File: config.mk
export PLATFORM = sky130hd
export DESIGN_NAME = elapsed_time_string_to_seconds
export DESIGN_NICKNAME = d
export VERILOG_FILES = /design/src/sv/etss_pkg.sv /design/src/sv/etss_core.sv /design/src/sv/elapsed_time_string_to_seconds.sv
export SDC_FILE = /design/constraint.sdc
export NUM_CORES = 1
export LEC_CHECK = 0
export BUFFER_PORTS_ARGS = -buffer_cell sky130_fd_sc_hd__buf_2
export CORE_MARGIN = 4
export CORE_UTILIZATION = 59
export DETAILED_ROUTE_END_ITERATION = 8
export HOLD_SLACK_MARGIN = 0.03
export PLACE_DENSITY = 0.79
export SETUP_SLACK_MARGIN = 0.02
export SYNTH_ARGS = -nofsm -noshare
export SYNTH_HDL_FRONTEND = slang
export SYNTH_SLANG_ARGS = --single-unit
export TNS_END_PERCENT = 1
File: constraint.sdc
create_clock -name clk -period 6.1 [get_ports clk]
set_input_delay 0.61 -clock clk [delete_from_list [all_inputs] [get_ports clk]]
set_output_delay 0.61 -clock clk [all_outputs]
set_load 0.01 [all_outputs]
File: src/sv/etss_pkg.sv
// Package: item types, character codes and scale constants for the elapsed-time parser.
`timescale 1ns / 1ps
`default_nettype none
package etss_pkg;

	// Width of the reported total
	localparam int TOTAL_BITS = 31;

	// Scale factors for the unit letters
	localparam int SCALE_DAY  = 86400;
	localparam int SCALE_HOUR = 3600;
	localparam int SCALE_MIN  = 60;
	localparam int SCALE_TEN  = 10;

	// Character codes
	localparam logic [7:0] CH_ZERO  = 8'h30;
	localparam logic [7:0] CH_NINE  = 8'h39;
	localparam logic [7:0] CH_SPACE = 8'h20;
	localparam logic [7:0] CH_LC_D  = 8'h64;
	localparam logic [7:0] CH_UC_D  = 8'h44;
	localparam logic [7:0] CH_LC_H  = 8'h68;
	localparam logic [7:0] CH_UC_H  = 8'h48;
	localparam logic [7:0] CH_LC_M  = 8'h6d;
	localparam logic [7:0] CH_UC_M  = 8'h4d;
	localparam logic [7:0] CH_LC_S  = 8'h73;
	localparam logic [7:0] CH_UC_S  = 8'h53;

	// Parser phase
	typedef enum logic [1:0] {
		PH_START  = 2'd0,
		PH_SPACES = 2'd1,
		PH_DIGITS = 2'd2,
		PH_FAILED = 2'd3
	} phase_t;

	// Unit selected by a character
	typedef enum logic [2:0] {
		SC_NONE = 3'd0,
		SC_DAY  = 3'd1,
		SC_HOUR = 3'd2,
		SC_MIN  = 3'd3,
		SC_SEC  = 3'd4
	} scale_sel_t;

	// One input item
	typedef struct packed {
		logic [7:0] char_code;
		logic       terminator;
	} char_item_t;

	// One result item
	typedef struct packed {
		logic [TOTAL_BITS-1:0] total_seconds;
		logic                  ok;
		logic                  saturated;
	} result_item_t;

endpackage
`default_nettype wire

File: src/sv/etss_core.sv
// Parser state machine: phase, current number, running total and clip flag.
`timescale 1ns / 1ps
`default_nettype none
module etss_core #(
	parameter int VALUE_BITS = 31
) (
	input  wire                   clk,
	input  wire                   arst_n,
	input  wire                   step,
	input  etss_pkg::char_item_t  item,
	output etss_pkg::result_item_t result
);
	import etss_pkg::*;

	localparam logic [VALUE_BITS-1:0] MAX_VAL  = '1;
	localparam logic [VALUE_BITS-1:0] LIM_TEN  = MAX_VAL / VALUE_BITS'(SCALE_TEN);
	localparam logic [VALUE_BITS-1:0] LIM_DAY  = MAX_VAL / VALUE_BITS'(SCALE_DAY);
	localparam logic [VALUE_BITS-1:0] LIM_HOUR = MAX_VAL / VALUE_BITS'(SCALE_HOUR);
	localparam logic [VALUE_BITS-1:0] LIM_MIN  = MAX_VAL / VALUE_BITS'(SCALE_MIN);

	phase_t                  phase_q, phase_d;
	logic [VALUE_BITS-1:0]   number_q, number_d;
	logic [VALUE_BITS-1:0]   total_q, total_d;
	logic                    clip_q, clip_d;

	logic                    is_digit;
	logic                    is_space;
	scale_sel_t              sel;
	scale_sel_t              sel_eff;
	logic [3:0]              digit;

	logic [VALUE_BITS-1:0]   num_ten;
	logic [VALUE_BITS:0]     num_sum;
	logic                    clip_digit;
	logic [VALUE_BITS-1:0]   num_next;

	logic [VALUE_BITS-1:0]   prod;
	logic [VALUE_BITS-1:0]   lim;
	logic                    clip_scale;
	logic [VALUE_BITS-1:0]   scaled;
	logic [VALUE_BITS:0]     tot_sum;
	logic                    clip_tot;
	logic [VALUE_BITS-1:0]   tot_next;

	logic                    good;
	logic [VALUE_BITS-1:0]   tot_out;
	logic [VALUE_BITS+TOTAL_BITS-1:0] tot_wide;

	// Classify the character
	always_comb begin
		is_space = (item.char_code == CH_SPACE);
		is_digit = 1'b0;
		sel      = SC_NONE;
		case (item.char_code) inside
			[CH_ZERO:CH_NINE]:          is_digit = 1'b1;
			CH_LC_D, CH_UC_D:           sel = SC_DAY;
			CH_LC_H, CH_UC_H:           sel = SC_HOUR;
			CH_LC_M, CH_UC_M:           sel = SC_MIN;
			CH_LC_S, CH_UC_S, CH_SPACE: sel = SC_SEC;
			default:                    sel = SC_NONE;
		endcase
		// low nibble of an ASCII digit is its value
		digit   = item.char_code[3:0];
		// a number that ends the string counts as seconds
		sel_eff = item.terminator ? SC_SEC : sel;
	end

	// Accumulate a digit: saturating number * 10 + digit
	always_comb begin
		num_ten    = (number_q << 3) + (number_q << 1);
		num_sum    = {1'b0, num_ten} + {{(VALUE_BITS-3){1'b0}}, digit};
		clip_digit = (number_q > LIM_TEN) || num_sum[VALUE_BITS];
		num_next   = clip_digit ? MAX_VAL : num_sum[VALUE_BITS-1:0];
	end

	// Scale the number and add it to the total, both saturating
	always_comb begin
		case (sel_eff)
			SC_DAY: begin
				prod = number_q * VALUE_BITS'(SCALE_DAY);
				lim  = LIM_DAY;
			end
			SC_HOUR: begin
				prod = number_q * VALUE_BITS'(SCALE_HOUR);
				lim  = LIM_HOUR;
			end
			SC_MIN: begin
				prod = number_q * VALUE_BITS'(SCALE_MIN);
				lim  = LIM_MIN;
			end
			default: begin
				prod = number_q;
				lim  = MAX_VAL;
			end
		endcase
		clip_scale = (number_q > lim);
		scaled     = clip_scale ? MAX_VAL : prod;
		tot_sum    = {1'b0, total_q} + {1'b0, scaled};
		clip_tot   = tot_sum[VALUE_BITS];
		tot_next   = clip_tot ? MAX_VAL : tot_sum[VALUE_BITS-1:0];
	end

	// Next state
	always_comb begin
		phase_d  = phase_q;
		number_d = number_q;
		total_d  = total_q;
		clip_d   = clip_q;
		if (step) begin
			if (item.terminator) begin
				phase_d  = PH_START;
				number_d = '0;
				total_d  = '0;
				clip_d   = 1'b0;
			end else begin
				case (phase_q)
					PH_START, PH_SPACES: begin
						if (is_space) begin
							phase_d = PH_SPACES;
						end else if (is_digit) begin
							number_d = {{(VALUE_BITS-4){1'b0}}, digit};
							phase_d  = PH_DIGITS;
						end else begin
							phase_d = PH_FAILED;
						end
					end
					PH_DIGITS: begin
						if (is_digit) begin
							number_d = num_next;
							clip_d   = clip_q | clip_digit;
						end else if (sel != SC_NONE) begin
							number_d = '0;
							total_d  = tot_next;
							clip_d   = clip_q | clip_scale | clip_tot;
							phase_d  = PH_START;
						end else begin
							phase_d = PH_FAILED;
						end
					end
					default: phase_d = PH_FAILED;
				endcase
			end
		end
	end

	// Result for a terminator
	always_comb begin
		good     = (phase_q == PH_START) || (phase_q == PH_DIGITS);
		tot_out  = (phase_q == PH_DIGITS) ? tot_next : total_q;
		tot_wide = {{TOTAL_BITS{1'b0}}, tot_out};
		result.total_seconds = good ? tot_wide[TOTAL_BITS-1:0] : '0;
		result.ok            = good;
		result.saturated     = good &&
			((phase_q == PH_DIGITS) ? (clip_q | clip_tot) : clip_q);
	end

	// Hold the parser state
	always_ff @(posedge clk or negedge arst_n) begin
		if (!arst_n) begin
			phase_q  <= PH_START;
			number_q <= '0;
			total_q  <= '0;
			clip_q   <= 1'b0;
		end else begin
			phase_q  <= phase_d;
			number_q <= number_d;
			total_q  <= total_d;
			clip_q   <= clip_d;
		end
	end

endmodule
`default_nettype wire

File: src/sv/elapsed_time_string_to_seconds.sv
// Top level: input register, parser core and result register.
//
// Usage: characters of an elapsed-time string such as "3d 2h 1m 10s" arrive
// on the char channel, one item each, closed by an item with terminator set.
// Each terminator gives one item on the result channel: total_seconds, ok and
// saturated. Other items give no result.
// Both channels use valid/stall; an item moves at a clock edge with valid high
// and stall low.
// Path: a terminator accepted into the input register passes through the parser
// core into the result register, from which its result can be taken.
// Throughput: one item per cycle while char_stall is low; the parser updates its number
// and total with a constant multiply and one saturating add per character.
// Stall: while a result waits under result_stall, character items keep
// flowing; only a second terminator held in the input register raises
// char_stall, until the waiting result is taken.
// Reset: arst_n clears both registers' valid flags and returns the parser to
// the start of a string with a zero total.
`timescale 1ns / 1ps
`default_nettype none
module elapsed_time_string_to_seconds #(
	parameter int VALUE_BITS = 31
) (
	input  wire                    clk,
	input  wire                    arst_n,
	input  wire                    char_valid,
	output logic                   char_stall,
	input  etss_pkg::char_item_t   char_item,
	output logic                   result_valid,
	input  wire                    result_stall,
	output etss_pkg::result_item_t result_item
);
	import etss_pkg::*;

	logic         valid_s1;
	char_item_t   item_s1;
	logic         advance;
	result_item_t core_result;
	logic         result_valid_q;
	result_item_t result_item_q;

	// Hold a terminator while the previous result is still waiting
	assign char_stall = valid_s1 && item_s1.terminator && result_valid_q && result_stall;
	assign advance    = valid_s1 && !char_stall;

	// Input register
	always_ff @(posedge clk or negedge arst_n) begin
		if (!arst_n) begin
			valid_s1 <= 1'b0;
		end else if (!char_stall) begin
			valid_s1 <= char_valid;
		end
	end

	always_ff @(posedge clk) begin
		if (!char_stall && char_valid) begin
			item_s1 <= char_item;
		end
	end

	etss_core #(
		.VALUE_BITS(VALUE_BITS)
	) u_core (
		.clk    (clk),
		.arst_n (arst_n),
		.step   (advance),
		.item   (item_s1),
		.result (core_result)
	);

	// Result register: load on a terminator, drop once taken
	always_ff @(posedge clk or negedge arst_n) begin
		if (!arst_n) begin
			result_valid_q <= 1'b0;
		end else if (advance && item_s1.terminator) begin
			result_valid_q <= 1'b1;
		end else if (!result_stall) begin
			result_valid_q <= 1'b0;
		end
	end

	always_ff @(posedge clk) begin
		if (advance && item_s1.terminator) begin
			result_item_q <= core_result;
		end
	end

	assign result_valid = result_valid_q;
	assign result_item  = result_item_q;

endmodule
`default_nettype wire

==> impl_metrics.json <==
{
  "synthDistinctLibCells": 82,
  "antenna_violations_before_repair": 0,
  "starting_density_of_the_core_pct": 60.09,
  "cts_buffer_depth": 2,
  "groute.layer.met3.usage_pct": 5.396,
  "comb_power_share_pct": 44.9,
  "worst_slew_pin_slew_ps": 1158,
  "num_io_pins": 48,
  "slew_headroom_pct": 22.78,
  "maximum_number_of_pins_on_one_net_before_global_route_repair": 69,
  "io_buffers": 47,
  "timing.critical_path.fanout_max": 4,
  "synth_edf_count": 42,
  "drive_gt1_share_pct": 25.39,
  "number_of_clock_sinks": 109,
  "ys_ff_latch": 109,
  "achievable-frequency_mhz": 149.0,
  "min_path_cells": 1,
  "holdWs_ps": 410.2,
  "routedWlPerCell_um": 21.29,
  "p_int_uw": 1717,
  "post-dp-hpwl_um": 45560,
  "route.vias.total": 17279,
  "tritoncts.num_buffers": 9,
  "timing.hold.worst.class": "primary input to register",
  "finalWorstPathRequiredPeriod_ps": 6710,
  "hold_path_startpoint": "char_item[2]",
  "worst_r2r_endpoint": "u_core.clip_q$_DFFE_PN0P_",
  "synthToLayoutAreaGrowth_pct": 26.54,
  "layout_worst_path_cycle_share_pct": 110.0,
  "launching_element_type_of_the_critical_path": "register",
  "clkTransAtPathRegs_ps": 90,
  "grt_busiest_layer": "met2",
  "global_routing_usage_on_met1_pct": 44.92,
  "finalNetCount": 2790,
  "clkLatencyLatePin_ps": 380,
  "p_per_area_mw_per_mm2": 127.7,
  "final_hold_viol_count": 0,
  "die_h_um": 179.4,
  "p_seq_share_pct": 33.2,
  "cp.buffers_inverters": 8,
  "maxCapViolations": 0,
  "synth_area_mm2": 0.01734,
  "worst_setup_path_end_kind": "register",
  "grt_first_pass_wirelength_um": 93530,
  "die-width_um": 179.4,
  "postSynthCellCount": 2002,
  "final.setup_skew_ps": 19.17,
  "antenna_violating_nets_post_route": 0,
  "num_antenna_cells": 0,
  "crit_path_max_incr_delay_ps": 510,
  "ctsHtreeMaxLevel": 3,
  "slowest_stage": "sky130_fd_sc_hd__fa_1",
  "synthesis.nets": 2398,
  "first_global_vias": 17572,
  "switching_share_pct": 38.74,
  "clockPowerShare_pct": 21.9,
  "ctsRootBufferMaster": "sky130_fd_sc_hd__clkbuf_16",
  "globalRoute.totalOverflow": 0,
  "crit_type": "register to register",
  "cp_top_family": "adder cells",
  "fin_util_pct": 76.04,
  "grt_util_all_layers_pct": 35.71,
  "design.die.area_mm2": 0.03220,
  "p_leak_uw": 0.01122,
  "worstPathRequired_ps": 6360,
  "met2_usage_pct": 59.47,
  "regToRegStartpoint": "u_core.number_q[1]$_DFFE_PN0P_",
  "failing_checks": "setup timing",
  "post_synthesis_async_set_or_reset_flop_share_pct": 61.47,
  "remaining_drc_errors": 0,
  "hold_endpoint": "item_s1[2]$_DFFE_PP_",
  "finalWeightedCongestion": 0.9963,
  "yosys_warnings": 0,
  "final-setup-viol-count": 64,
  "net-switching-power_uw": 1086,
  "routed_via_density": 6.209,
  "drt-initial-drc-count": 1517,
  "finalWorstSetupSlack_ps": -609.8,
  "r2r_setup_slack_ps": -610,
  "synth_ff_type": "sky130_fd_sc_hd__dfrtp_1",
  "cp_data_arrival_time_ps": 6970,
  "drt-total-wl_um": 59260,
  "r2r_cells": 30,
  "design.core.area_mm2": 0.02886,
  "vdd_drop_max_mv": 0.1572,
  "setup_repair_after_global_routing_missed_its_margin": "yes",
  "synth_area_per_inst_um2": 8.662,
  "run_status": "finished with violations",
  "cts_hold_repair.buffers": 0,
  "synth-seq-area-share_pct": 16.94,
  "cts_tree": "done",
  "drt_pre_antenna_iters": 7,
  "finalMaxSlewViolations": 0,
  "core.rowCount": 62
}
[state kept, by name (all words and copies together), names as in the netlist]
signal / flops
u_core.phase_q: 2
result_item: 33
item_s1: 9
valid_s1: 1
u_core.clip_q: 1
u_core.number_q: 31
u_core.total_q: 31
result_valid: 1
[power by group through the flow]
stage | Clock (uW) | Sequential (uW) | Combinational (uW)
2_1_floorplan | 0 | 944 | 652
3_3_place_gp | 0 | 939 | 1100
3_5_place_dp | 0 | 942 | 1130
4_1_cts | 622 | 927 | 1190
5_1_grt | 648 | 939 | 1370
6_report | 614 | 929 | 1260
[metal layers]
layer,wire length (um),vias up
met4,3862,0
met5,0,-
met3,4570,219
met2,27990,843
li1,-,7869
met1,22830,8348
[cells in the final DEF, fill, tap and decap left out, types with 21 or more instances in the layout]
cell type,count
sky130_fd_sc_hd__buf_4,378
sky130_fd_sc_hd__inv_1,245
sky130_fd_sc_hd__ha_1,234
sky130_fd_sc_hd__nand2_1,143
sky130_fd_sc_hd__fa_1,130
sky130_fd_sc_hd__nor2_1,121
sky130_fd_sc_hd__a21oi_1,95
sky130_fd_sc_hd__xnor2_1,76
sky130_fd_sc_hd__o21ai_0,69
sky130_fd_sc_hd__a21o_1,54
sky130_fd_sc_hd__dfrtp_1,54
sky130_fd_sc_hd__xor2_1,52
sky130_fd_sc_hd__buf_2,47
sky130_fd_sc_hd__nand3_1,43
sky130_fd_sc_hd__edfxtp_1,42
sky130_fd_sc_hd__a211oi_1,34
sky130_fd_sc_hd__nand2b_1,33
sky130_fd_sc_hd__nor3_1,28
sky130_fd_sc_hd__o211ai_1,28
sky130_fd_sc_hd__nor2_2,21
sky130_fd_sc_hd__nor2b_1,21
[layout make-up]
cell class	instances	area [um2]
clock buffers	11	242.7
clock inverters	5	41.29
fillers	2049	6913
multi-input cells	1580	13940
well taps	384	480.5
inverters	255	963.4
flip-flops and latches	109	2954
repair buffers	439	3318
[kinds of logic (layout without fill, tap and decap cells)]
logic type,after synthesis,in the layout,share of synthesized area (%)
xor+xnor,131,131,6.616
simple gates,522,522,14.72
buf+inv,314,710,6.847
flops,109,109,16.94
mux,12,12,0.6927
fa+ha+maj,387,387,33.54
compound gates,527,528,20.65
[how the worst max path moves through the flow]
stage                                        start                       endpoint  slack (ps)  cells after the start
finish              u_core.number_q[1]$_DFFE_PN0P_      u_core.clip_q$_DFFE_PN0P_        -610                     30
global route        u_core.number_q[1]$_DFFE_PN0P_      u_core.clip_q$_DFFE_PN0P_        -820                     30
CTS                 u_core.number_q[8]$_DFFE_PN0P_      u_core.clip_q$_DFFE_PN0P_        -380                     29
detailed placement  u_core.number_q[1]$_DFFE_PN0P_  result_item[32]$_SDFFCE_PN0P_        -650                     31
global placement              item_s1[2]$_DFFE_PP_  result_item[24]$_SDFFCE_PN0P_        -500                     27
floorplan           u_core.number_q[3]$_DFFE_PN0P_  result_item[31]$_SDFFCE_PN0P_         -60                     30
[stage by stage]
stage | instance area (um2) | cells | power (uW) | worst slack (ps) | TNS (ps)
floorplan | 17560 | 2002 | 1596 | -57.39 | -1212
global placement | 20950 | 2743 | 2034 | -496.4 | -18650
detailed placement | 20950 | 2743 | 2074 | -650.4 | -28720
CTS | 21770 | 2781 | 2739 | -375.0 | -12840
global route | 21940 | 2783 | 2960 | -817.9 | -41100
finish | 21940 | 2783 | 2802 | -609.8 | -27690
[worst register-to-register path: cells and delay by family, from the launching register on]
family	cells	cell delay [ps]
adder cells (fa/ha/maj)	7	2650
AO/OA/AOI/OAI	10	1800
buffers and inverters	8	780
AND/OR/NAND/NOR	4	770
flip-flops	1	450
XOR/XNOR	1	160
[cell usage after synthesis, types with 8 or more instances]
master                      count  area share, %
sky130_fd_sc_hd__o211ai_1      28            1.2
sky130_fd_sc_hd__xor2_1        52            2.6
sky130_fd_sc_hd__o2111ai_1      8           0.40
sky130_fd_sc_hd__dfrtp_1       67            9.7
sky130_fd_sc_hd__a221oi_1      11           0.56
sky130_fd_sc_hd__o31ai_1       26            1.1
sky130_fd_sc_hd__a31oi_1       20           0.72
sky130_fd_sc_hd__nor2b_1       22           0.79
sky130_fd_sc_hd__a22oi_1        8           0.35
sky130_fd_sc_hd__fa_1         131             15
sky130_fd_sc_hd__and3_1        18           0.65
sky130_fd_sc_hd__nor4_1         9           0.32
sky130_fd_sc_hd__nor3_1        30           0.87
sky130_fd_sc_hd__a21oi_1      112            3.2
sky130_fd_sc_hd__a211oi_1      48            2.1
sky130_fd_sc_hd__o21ai_0       87            2.5
sky130_fd_sc_hd__o21a_1        18           0.78
sky130_fd_sc_hd__o21bai_1      11           0.48
sky130_fd_sc_hd__nand3_1       45            1.3
sky130_fd_sc_hd__a21o_1        54            2.3
sky130_fd_sc_hd__nand4_1       15           0.54
sky130_fd_sc_hd__a211o_1        9           0.45
sky130_fd_sc_hd__clkbuf_1      49            1.1
sky130_fd_sc_hd__ha_1         252             18
sky130_fd_sc_hd__o311ai_0       9           0.45
sky130_fd_sc_hd__inv_1        254            5.5
sky130_fd_sc_hd__edfxtp_1      42            7.3
sky130_fd_sc_hd__o221ai_1       8           0.40
sky130_fd_sc_hd__or3_1         10           0.36
sky130_fd_sc_hd__nor2_1       144            3.1
sky130_fd_sc_hd__o22ai_1       10           0.36
sky130_fd_sc_hd__mux2i_1       12           0.69
sky130_fd_sc_hd__and2_1         8           0.29
sky130_fd_sc_hd__nand2_1      144            3.1
sky130_fd_sc_hd__nand2b_1      34            1.2
sky130_fd_sc_hd__xnor2_1       79            4.0
[what timing repair did]
action | 4_1_cts | 5_1_grt
cloned | 1 | 0
endpoints found under the setup margin | 64 | 64
gates resized for setup | 96 | 34
setup buffers | 22 | 2
pin swaps | 80 | 7
(Power assumes the default switching activity.)
